$ cat config.mk
export PLATFORM = sky130hd
export DESIGN_NAME = rtpr_cfg_regs
export DESIGN_NICKNAME = d
export VERILOG_FILES = /design/src/sv/rtpr_pkg.sv /design/src/sv/rtpr_cfg_regs.sv
export SDC_FILE = /design/constraint.sdc
export NUM_CORES = 1
export LEC_CHECK = 0
export BUFFER_PORTS_ARGS = -buffer_cell sky130_fd_sc_hd__buf_2
export CORE_ASPECT_RATIO = 0.8
export CORE_MARGIN = 4
export CORE_UTILIZATION = 48
export DETAILED_ROUTE_END_ITERATION = 8
export PLACE_DENSITY_LB_ADDON = 0.15
export SYNTH_ARGS = -nofsm -noshare
export SYNTH_HDL_FRONTEND = slang
export SYNTH_SLANG_ARGS = --single-unit
$ cat constraint.sdc
create_clock -name clk -period 1.4 [get_ports clk]
set_input_delay 0.28 -clock clk [delete_from_list [all_inputs] [get_ports clk]]
set_output_delay 0.28 -clock clk [all_outputs]
set_load 0.05 [all_outputs]
$ cat src/sv/rtpr_pkg.sv
// ----------------------------------------------------------------------------
// rtpr_pkg
// Shared types and constants of the rtp reorder buffer: word layouts,
// configuration register indexes and reset values.
// ----------------------------------------------------------------------------
`default_nettype none

package rtpr_pkg;

  // default store depth
  localparam int RTPR_CAPACITY = 64;

  // field widths
  localparam int RTPR_SEQ_W  = 16;
  localparam int RTPR_KEY_W  = 32;
  localparam int RTPR_TAG_W  = 32;
  localparam int RTPR_MARK_W = 6;
  localparam int RTPR_CFG_IDX_W = 4;
  localparam int RTPR_CFG_DAT_W = 16;

  // sequence numbers above this reload the hold counter
  localparam logic [RTPR_SEQ_W-1:0] RTPR_SEQ_HIGH = 16'd32768;

  // configuration register indexes
  localparam logic [RTPR_CFG_IDX_W-1:0] CFG_HIGH_WATER    = 4'd0;
  localparam logic [RTPR_CFG_IDX_W-1:0] CFG_LOW_WATER     = 4'd1;
  localparam logic [RTPR_CFG_IDX_W-1:0] CFG_WRAP_HOLD     = 4'd2;
  localparam logic [RTPR_CFG_IDX_W-1:0] CFG_LOW_SEQ_LIMIT = 4'd3;

  // configuration reset values
  localparam logic [RTPR_MARK_W-1:0] HIGH_WATER_RST    = 6'd60;
  localparam logic [RTPR_MARK_W-1:0] LOW_WATER_RST     = 6'd12;
  localparam logic [RTPR_SEQ_W-1:0]  WRAP_HOLD_RST     = 16'd500;
  localparam logic [RTPR_SEQ_W-1:0]  LOW_SEQ_LIMIT_RST = 16'd500;

  // input word
  typedef struct packed {
    logic [RTPR_SEQ_W-1:0] seq_number;
    logic [RTPR_TAG_W-1:0] packet_tag;
  } rtpr_in_t;

  // result word
  typedef struct packed {
    logic [RTPR_KEY_W-1:0] out_key;
    logic [RTPR_TAG_W-1:0] out_tag;
    logic                  last;
  } rtpr_out_t;

  // one store entry
  typedef struct packed {
    logic [RTPR_KEY_W-1:0] key;
    logic [RTPR_TAG_W-1:0] tag;
  } rtpr_entry_t;

  // configuration register set
  typedef struct packed {
    logic [RTPR_MARK_W-1:0] high_water;
    logic [RTPR_MARK_W-1:0] low_water;
    logic [RTPR_SEQ_W-1:0]  wrap_hold;
    logic [RTPR_SEQ_W-1:0]  low_seq_limit;
  } rtpr_cfg_t;

endpackage

`default_nettype wire

$ cat src/sv/rtpr_cfg_regs.sv
// ----------------------------------------------------------------------------
// rtpr_cfg_regs
// Configuration register file; takes one write per cycle, bad indexes dropped.
// ----------------------------------------------------------------------------
`default_nettype none

module rtpr_cfg_regs
  import rtpr_pkg::*;
(
  input  wire logic                      clk,
  input  wire logic                      rst,
  input  wire logic                      cfg_valid,
  output logic                           cfg_ready,
  input  wire logic [RTPR_CFG_IDX_W-1:0] cfg_index,
  input  wire logic [RTPR_CFG_DAT_W-1:0] cfg_data,
  output rtpr_cfg_t                      cfg
);

  // always able to take a word
  assign cfg_ready = 1'b1;

  // register writes
  always_ff @(posedge clk) begin
    if (rst) begin
      cfg.high_water    <= HIGH_WATER_RST;
      cfg.low_water     <= LOW_WATER_RST;
      cfg.wrap_hold     <= WRAP_HOLD_RST;
      cfg.low_seq_limit <= LOW_SEQ_LIMIT_RST;
    end else if (cfg_valid && cfg_ready) begin
      unique case (cfg_index)
        CFG_HIGH_WATER:    cfg.high_water    <= cfg_data[RTPR_MARK_W-1:0];
        CFG_LOW_WATER:     cfg.low_water     <= cfg_data[RTPR_MARK_W-1:0];
        CFG_WRAP_HOLD:     cfg.wrap_hold     <= cfg_data;
        CFG_LOW_SEQ_LIMIT: cfg.low_seq_limit <= cfg_data;
        default: ;
      endcase
    end
  end

endmodule

`default_nettype wire

==> flow_metrics.env <==
export IMPL_status="complete, no violations"
export IMPL_final_common_cell="buf_2"
export IMPL_cts_sinks=44
export IMPL_r2r_start="cfg[34]"
export IMPL_cp_startpoint="cfg[38]"
export IMPL_drtIter0Drc=30
export IMPL_ys_warn_count=0
export IMPL_drt_wl_total_um=3969
export IMPL_synth_area_um2=1809
export IMPL_cp_max_fo=2
export IMPL_holdWs_ps=265.2
export IMPL_max_freq_mhz=825.1
export IMPL_gp_congestion=0.7161
export IMPL_grt_start_max_net_pins=20
export IMPL_slowest_delay_ps=370
export IMPL_postCtsResizedCells=0
export IMPL_io_buffers=66
export IMPL_layout_common_cells="buf_2 (66), mux2i_1 (44), dfxtp_1 (44), nand2b_1 (39), nor2_1 (26)"
export IMPL_ys_seq_elements=44
export IMPL_cp_required_ps=1120
export IMPL_power_leakage_uw=0.001109
export IMPL_synth_cell_types=15
export IMPL_top_register="cfg"
export IMPL_num_rows=19
export IMPL_end_kind="primary output"
export IMPL_start_kind="flop"
export IMPL_routed_via_density=4.889
export IMPL_drc=0
export IMPL_syn_to_final_growth_pct=25.59
export IMPL_cts_setup_buffers=0
export IMPL_dp_hpwl_um=3022
export IMPL_layout_cells_non_filler=280
export IMPL_cts_htree_levels=2
export IMPL_crit_type="reg -> out"
export IMPL_wl_per_cell_um=14.18
export IMPL_drive_gt1_frac=0.3403
export IMPL_place_inst=273
export IMPL_cts_hold_buffers=0
export IMPL_peakVddDrop_mv=0.5892
export IMPL_multiInputGateArea_um2=842.1
export IMPL_initial_utilization=0.5142
export IMPL_first_global_vias=1444
export IMPL_hold_path_class="in -> reg"
export IMPL_layout_setup_ws_ps=188.1
export IMPL_die_x_um=76.64
export IMPL_io_pins=68
export IMPL_firstDrtPassIters=4
export IMPL_fin_crit_sh=0.8657
export IMPL_cts_inserted_buffers=5
export IMPL_n_antenna_cell=0
export IMPL_use_met1=0.2012
export IMPL_drv_slew=0
export IMPL_clkTransAtPathRegs_ps=80
export IMPL_met2_usage=0.3147
export IMPL_crit_slowest_cell="dfxtp_1"
export IMPL_drv_cap=0
export IMPL_dr_total_vias=1369
export IMPL_synth_seq_area_share=0.4869
export IMPL_finalSetupViolCount=0
export IMPL_coreArea_um2=3518
export IMPL_fin_worst_skew_ps=0
export IMPL_antenna_found_initial=0
export IMPL_cts_max_path_buffers=2
export IMPL_synthCells=172
export IMPL_cp_num_buf_inv=1
export IMPL_pre_cts_ws_ps=0.2517
export IMPL_syn_nets=195
export IMPL_setup_tns_ps=0
export IMPL_die_h_um=62.91
export IMPL_hold_viol_final=0
export IMPL_overflow=0
export IMPL_ant_nets=0
export IMPL_power_density_nw_per_um2=1027
export IMPL_grt_pass1_wl_um=6782
export IMPL_hp_start="cfg_data[6]"
export IMPL_crit_family="flip-flops"
export IMPL_busiest_layer="met2"
export IMPL_largest_register_ffs=44
export IMPL_rsz0062_at_grt="no"
export IMPL_n_fill_cell=304
export IMPL_grt_usage=0.1745
export IMPL_finalCriticalPeriod_ps=1212
export IMPL_die_area_um2=4821
export IMPL_insertion_delay_ps=280
export IMPL_path_cells="buf_2"
export IMPL_cts_tree="built"
export IMPL_use_met3=0.05043
export IMPL_avgSynthCellArea_um2=10.52
export IMPL_top_regs="cfg: 44 flops"
export IMPL_root_buffer="clkbuf_8"
export IMPL_nets=261
export IMPL_arrival_ps=930
export IMPL_final_seq_area_um2=880.8
metal layers:
layer | part of all wire | vias up | wire length (um)
li1 | - | 694 | -
met1 | 0.43 | 638 | 1691
met2 | 0.51 | 35 | 2028
met3 | 0.058 | 2 | 231
met4 | 0.0045 | 0 | 18
met5 | 0 | - | 0
synth_stat cells, drive strengths merged:
| cell type | count | area share |
|---|---|---|
| and2 | 1 | 0.0035 |
| and4b | 1 | 0.0055 |
| buf | 6 | 0.033 |
| clkbuf | 7 | 0.015 |
| conb | 1 | 0.0021 |
| dfxtp | 44 | 0.49 |
| mux2i | 44 | 0.24 |
| nand2 | 1 | 0.0021 |
| nand2b | 39 | 0.13 |
| nand4 | 1 | 0.0069 |
| nor2 | 26 | 0.054 |
| nor4b | 1 | 0.013 |
cell families after synthesis:
logic type / Yosys count / share of synthesized area
other: 1 / 0.002073
buffers and inverters: 13 / 0.04772
AND/OR/NAND/NOR: 70 / 0.2199
multiplexers: 44 / 0.2434
flip-flops: 44 / 0.4869
final cells by class:
| type | instances | share of cell area |
|---|---|---|
| sequential | 44 | 0.3877 |
| timing repair buffer | 72 | 0.1762 |
| multi-input combinational | 115 | 0.3706 |
| tap | 42 | 0.02313 |
| clock buffer | 7 | 0.04240 |
metrics by stage:
step	power [uW]	utilization	instance area [um^2]
2_1_floorplan	1462	-	1809
3_3_place_gp	1530	0.6184	2176
3_5_place_dp	1536	0.6184	2176
4_1_cts	2348	0.6458	2272
5_1_grt	2432	0.6458	2272
6_report	2334	0.6458	2272
where the power goes:
part	switching [uW]	total (uW)	internal, uW
sequential	8.48	1280	1270
combinational	145	230	85.3
clock	389	829	439
final timing paths:
check,to,slack (ps),cells past startpoint
worst max-delay path,cfg[38],190,1
worst min-delay path,cfg[6],270,3
worst max register to register,cfg[34],760,2
worst min register to register,cfg[29],470,2
No activity file was read; power rests on OpenSTA's default activity.
