File: config.mk
export PLATFORM = sky130hd
export DESIGN_NAME = rtpr_key_ext
export DESIGN_NICKNAME = d
export VERILOG_FILES = /design/src/sv/rtpr_pkg.sv /design/src/sv/rtpr_key_ext.sv
export SDC_FILE = /design/constraint.sdc
export NUM_CORES = 1
export LEC_CHECK = 0
export ABC_AREA = 1
export BUFFER_PORTS_ARGS = -buffer_cell sky130_fd_sc_hd__buf_4
export CAP_MARGIN = 5
export CELL_PAD_IN_SITES_DETAIL_PLACEMENT = 1
export CELL_PAD_IN_SITES_GLOBAL_PLACEMENT = 2
export CORE_UTILIZATION = 31
export CTS_BUF_LIST = sky130_fd_sc_hd__clkbuf_8
export CTS_CLUSTER_DIAMETER = 200
export DETAILED_ROUTE_END_ITERATION = 8
export PLACE_DENSITY = 0.95
export SKIP_LAST_GASP = 1
export SYNTH_ARGS = -nofsm -noshare
export SYNTH_HDL_FRONTEND = slang
export SYNTH_SLANG_ARGS = --single-unit
File: constraint.sdc
create_clock -name clk -period 4.48 [get_ports clk]
set_input_delay 0.448 -clock clk [delete_from_list [all_inputs] [get_ports clk]]
set_output_delay 0.448 -clock clk [all_outputs]
set_load 0.05 [all_outputs]
File: src/sv/rtpr_pkg.sv
// ----------------------------------------------------------------------------
// rtpr_pkg
// Shared types and constants of the rtp reorder buffer: word layouts,
// configuration register indexes and reset values.
// ----------------------------------------------------------------------------
`default_nettype none

package rtpr_pkg;

  // default store depth
  localparam int RTPR_CAPACITY = 64;

  // field widths
  localparam int RTPR_SEQ_W  = 16;
  localparam int RTPR_KEY_W  = 32;
  localparam int RTPR_TAG_W  = 32;
  localparam int RTPR_MARK_W = 6;
  localparam int RTPR_CFG_IDX_W = 4;
  localparam int RTPR_CFG_DAT_W = 16;

  // sequence numbers above this reload the hold counter
  localparam logic [RTPR_SEQ_W-1:0] RTPR_SEQ_HIGH = 16'd32768;

  // configuration register indexes
  localparam logic [RTPR_CFG_IDX_W-1:0] CFG_HIGH_WATER    = 4'd0;
  localparam logic [RTPR_CFG_IDX_W-1:0] CFG_LOW_WATER     = 4'd1;
  localparam logic [RTPR_CFG_IDX_W-1:0] CFG_WRAP_HOLD     = 4'd2;
  localparam logic [RTPR_CFG_IDX_W-1:0] CFG_LOW_SEQ_LIMIT = 4'd3;

  // configuration reset values
  localparam logic [RTPR_MARK_W-1:0] HIGH_WATER_RST    = 6'd60;
  localparam logic [RTPR_MARK_W-1:0] LOW_WATER_RST     = 6'd12;
  localparam logic [RTPR_SEQ_W-1:0]  WRAP_HOLD_RST     = 16'd500;
  localparam logic [RTPR_SEQ_W-1:0]  LOW_SEQ_LIMIT_RST = 16'd500;

  // input word
  typedef struct packed {
    logic [RTPR_SEQ_W-1:0] seq_number;
    logic [RTPR_TAG_W-1:0] packet_tag;
  } rtpr_in_t;

  // result word
  typedef struct packed {
    logic [RTPR_KEY_W-1:0] out_key;
    logic [RTPR_TAG_W-1:0] out_tag;
    logic                  last;
  } rtpr_out_t;

  // one store entry
  typedef struct packed {
    logic [RTPR_KEY_W-1:0] key;
    logic [RTPR_TAG_W-1:0] tag;
  } rtpr_entry_t;

  // configuration register set
  typedef struct packed {
    logic [RTPR_MARK_W-1:0] high_water;
    logic [RTPR_MARK_W-1:0] low_water;
    logic [RTPR_SEQ_W-1:0]  wrap_hold;
    logic [RTPR_SEQ_W-1:0]  low_seq_limit;
  } rtpr_cfg_t;

endpackage

`default_nettype wire

File: src/sv/rtpr_key_ext.sv
// ----------------------------------------------------------------------------
// rtpr_key_ext
// Extends a 16-bit sequence number to a 32-bit key with a wrap hold counter
// and an epoch count; state advances on each step pulse.
// ----------------------------------------------------------------------------
`default_nettype none

module rtpr_key_ext
  import rtpr_pkg::*;
(
  input  wire logic                  clk,
  input  wire logic                  rst,
  input  wire logic                  step,
  input  wire logic [RTPR_SEQ_W-1:0] seq,
  input  wire logic [RTPR_SEQ_W-1:0] wrap_hold,
  input  wire logic [RTPR_SEQ_W-1:0] low_seq_limit,
  output logic      [RTPR_KEY_W-1:0] key
);

  logic [RTPR_SEQ_W-1:0] hold_count, hold_count_next;
  logic [RTPR_SEQ_W-1:0] epoch_base, epoch_base_next;
  logic [RTPR_SEQ_W-1:0] key_hi;

  // hold reload or countdown, epoch advance on expiry
  always_comb begin
    if (seq > RTPR_SEQ_HIGH) begin
      hold_count_next = wrap_hold;
    end else if (hold_count != '0) begin
      hold_count_next = hold_count - 1'b1;
    end else begin
      hold_count_next = '0;
    end
    if (hold_count_next == '0 && hold_count != '0) begin
      epoch_base_next = epoch_base + 1'b1;
    end else begin
      epoch_base_next = epoch_base;
    end
    // small numbers join the next epoch while the hold is active
    if (hold_count_next != '0 && seq < low_seq_limit) begin
      key_hi = epoch_base_next + 1'b1;
    end else begin
      key_hi = epoch_base_next;
    end
  end

  assign key = {key_hi, seq};

  always_ff @(posedge clk) begin
    if (rst) begin
      hold_count <= '0;
      epoch_base <= '0;
    end else if (step) begin
      hold_count <= hold_count_next;
      epoch_base <= epoch_base_next;
    end
  end

endmodule

`default_nettype wire

==> flow_summary.ini <==
[sta]
fmax_mhz = 243
maxSlewHeadroom_pct = 64.4
slew_violations = 0
post-route-min-period_ns = 4.11
tns_ns = 0
tightestPinTransition_ns = 0.530
grt_setup_unrepaired = no
setup-violations-final = 0
hold_ws_ns = 0.445
hold_viol = 0
fin_skew_ns = 0.0125
period_share_pct = 91.8

[finish]
final_cell_mix = nand2_1, inv_1, buf_4
antenna_cells = 0
nFillCells = 1652
drive_above_1_share_pct = 20.6
area_delta_synth_final_pct = 19.9
nets = 786
layout_commonest_cell = nand2_1

[outcome]
status = finished clean

[drt]
postRouteAntennaNets = 0
wl_per_cell_um = 14.3
vias = 4255
wirelength_mm = 12.4
firstDrtPassIters = 4
first_iter_violations = 150
drcViolationCount = 0
avgViaCountPerCell = 4.92

[logic_synthesis]
syn_nets = 724
ys_warn_count = 0
synthCells = 655
synth_area_um2 = 3800
ys_ff_latch = 32
yosysTopAreaCellShare_pct = 16.9
ys_types = 33
ys_seq_area_share_pct = 16.9
synth_top_area_cell = dfxtp_1
synth.area.top_cells = dfxtp_1, nand2_1, inv_1
avgSynthCellArea_um2 = 5.80

[global_routing]
met3_usage_pct = 2.36
grt_util_met2_pct = 35.4
busiest_layer = met2
antenna_found_initial = 0
grtUsageMet1_pct = 27.1
grt_first_pass_wirelength_mm = 20.9
grtUsageTotal_pct = 20.3
grt_pass1_vias = 4208
grt_max_degree = 54
overflow = 0

[power]
sw_frac_of_total_pct = 42.1
p_clk_share_pct = 27.0
p_int_uw = 616
p_leak_uw = 0.00249
power_uw = 1060
p_switching_uw = 447
powerDensity_nw_per_um2 = 233
seqPwrFrac_pct = 30.8
combPwrFrac_pct = 42.2
ir_drop_mv = 0.129

[cts]
cts_tree = yes
cts_buffer_depth = 2
htree_num_levels = 2
root_buffer = clkbuf_8
hold_buffers = 0
numClockSinks = 32
clk_pin_slew_ns = 0.08
clk-insertion-delay-late_ns = 0.29
cts-buffers-inserted = 5

[placed_design]
gp_congestion = 0.848
numPortBuffers = 82
dp_hpwl_mm = 10.1

[worst_setup_path]
arrival_ns = 3.66
crit_required_ns = 4.03
path_max_fanout = 15
start_kind = flip-flop
endpoint_kind = output port
crit_type = reg -> out

[die]
core_um2 = 12000
initial_utilization_pct = 31.8
fp-row-count = 40
die_area_um2 = 12700
pin_count = 83
fp.dieW_um = 113
die_y_um = 113

[flow_run]
cap_violations = 0

[worst_hold_path]
min_path_type = in -> reg
## repair_timing
action / 4_1_cts / 5_1_grt
buffers inserted: 0 / 0
gates resized for setup: 0 / 9
endpoints found under the setup margin: 0 / 10
## kinds of logic after synthesis
family	synth area share, %
buffers and inverters	17.3
AO/OA/AOI/OAI	12.6
XOR/XNOR	4.61
AND/OR/NAND/NOR	42.7
flip-flops	16.9
adder cells (fa/ha/maj)	5.93
## final cells by class
type                    count  area, um^2  share of cell area [%]
flip-flops and latches     32         641                    14.1
repair buffers             84         631                    13.8
multi-input cells         471        2530                    55.5
clock inverters             3        38.8                   0.851
inverters                 123         463                    10.2
well taps                 147         184                    4.04
clock buffers               5        68.8                    1.51
## critical path: stages, from the launching register on
cell and delay, ns:
dfxtp_1 0.30, inv_1 0.13, ha_2 0.25, nand2_4 0.11, nor2_4 0.16, nand2_4 0.16, nand2_1 0.11, nand2_1 0.05
nand2_1 0.11, nand2_1 0.11, nor2_1 0.12, nand2_1 0.07, nor2_2 0.17, nand3_2 0.13, nand2_1 0.08, nand2_1 0.09
inv_2 0.12, ha_1 0.20, nand3_2 0.16, nor3_4 0.33, nand4_1 0.15, nand2_1 0.10, buf_4 0.19
## sequential cells by signal, indices dropped and copies added, names as in the netlist
register	flops
hold_count	16
epoch_base	16
## power groups by stage
stage | Clock (uW) | Combinational (uW) | Sequential [uW]
finish | 287 | 449 | 328
global route | 306 | 500 | 330
CTS | 296 | 448 | 327
detailed placement | 0 | 446 | 334
global placement | 0 | 434 | 333
floorplan | 0 | 321 | 327
## synth_stat cells
master	instances
o21ai_1	4
nand3_1	37
a21oi_1	39
clkbuf_1	9
nor2_8	2
clkinv_1	3
nand2_1	165
a21boi_0	2
nand3_4	1
dfxtp_1	32
inv_2	4
nor2_4	7
nor4_1	2
nand3b_1	2
ha_1	18
nor2_2	7
nor3_1	7
o21ai_4	2
o21ai_0	39
and2_1	1
xnor2_1	2
nor2_1	73
buf_4	17
nand2_4	3
nor3_4	1
clkinv_2	1
nand3_2	5
o211ai_1	3
xor2_1	18
nand4_1	15
buf_6	3
inv_1	115
nand2_2	16
## metal layers
metal,share of wire (%),up-vias
met4,0.86,0
li1,-,2153
met3,3.8,9
met1,47,2007
met2,48,86
met5,0,-
## metrics by stage
stage | cell area [um^2] | utilization [%] | instances | setup slack [ns]
2_1_floorplan | 3800 | - | 655 | 0.831
3_3_place_gp | 4420 | 37.0 | 857 | 0.363
3_5_place_dp | 4420 | 37.0 | 857 | 0.287
4_1_cts | 4530 | 37.9 | 865 | 0.0253
5_1_grt | 4560 | 38.1 | 865 | 0.0223
6_report | 4560 | 38.1 | 865 | 0.369
## final timing paths
kind	from	endpoint	slack, ns	cells after the start
setup / recovery	hold_count[0]	key[24]	0.37	22
hold / removal	step	epoch_base[1]	0.45	2
hold reg to reg	hold_count[1]	hold_count[1]	0.59	4
setup reg to reg	hold_count[0]	epoch_base[14]	1.66	17
Power figures use the tool's default switching activity.
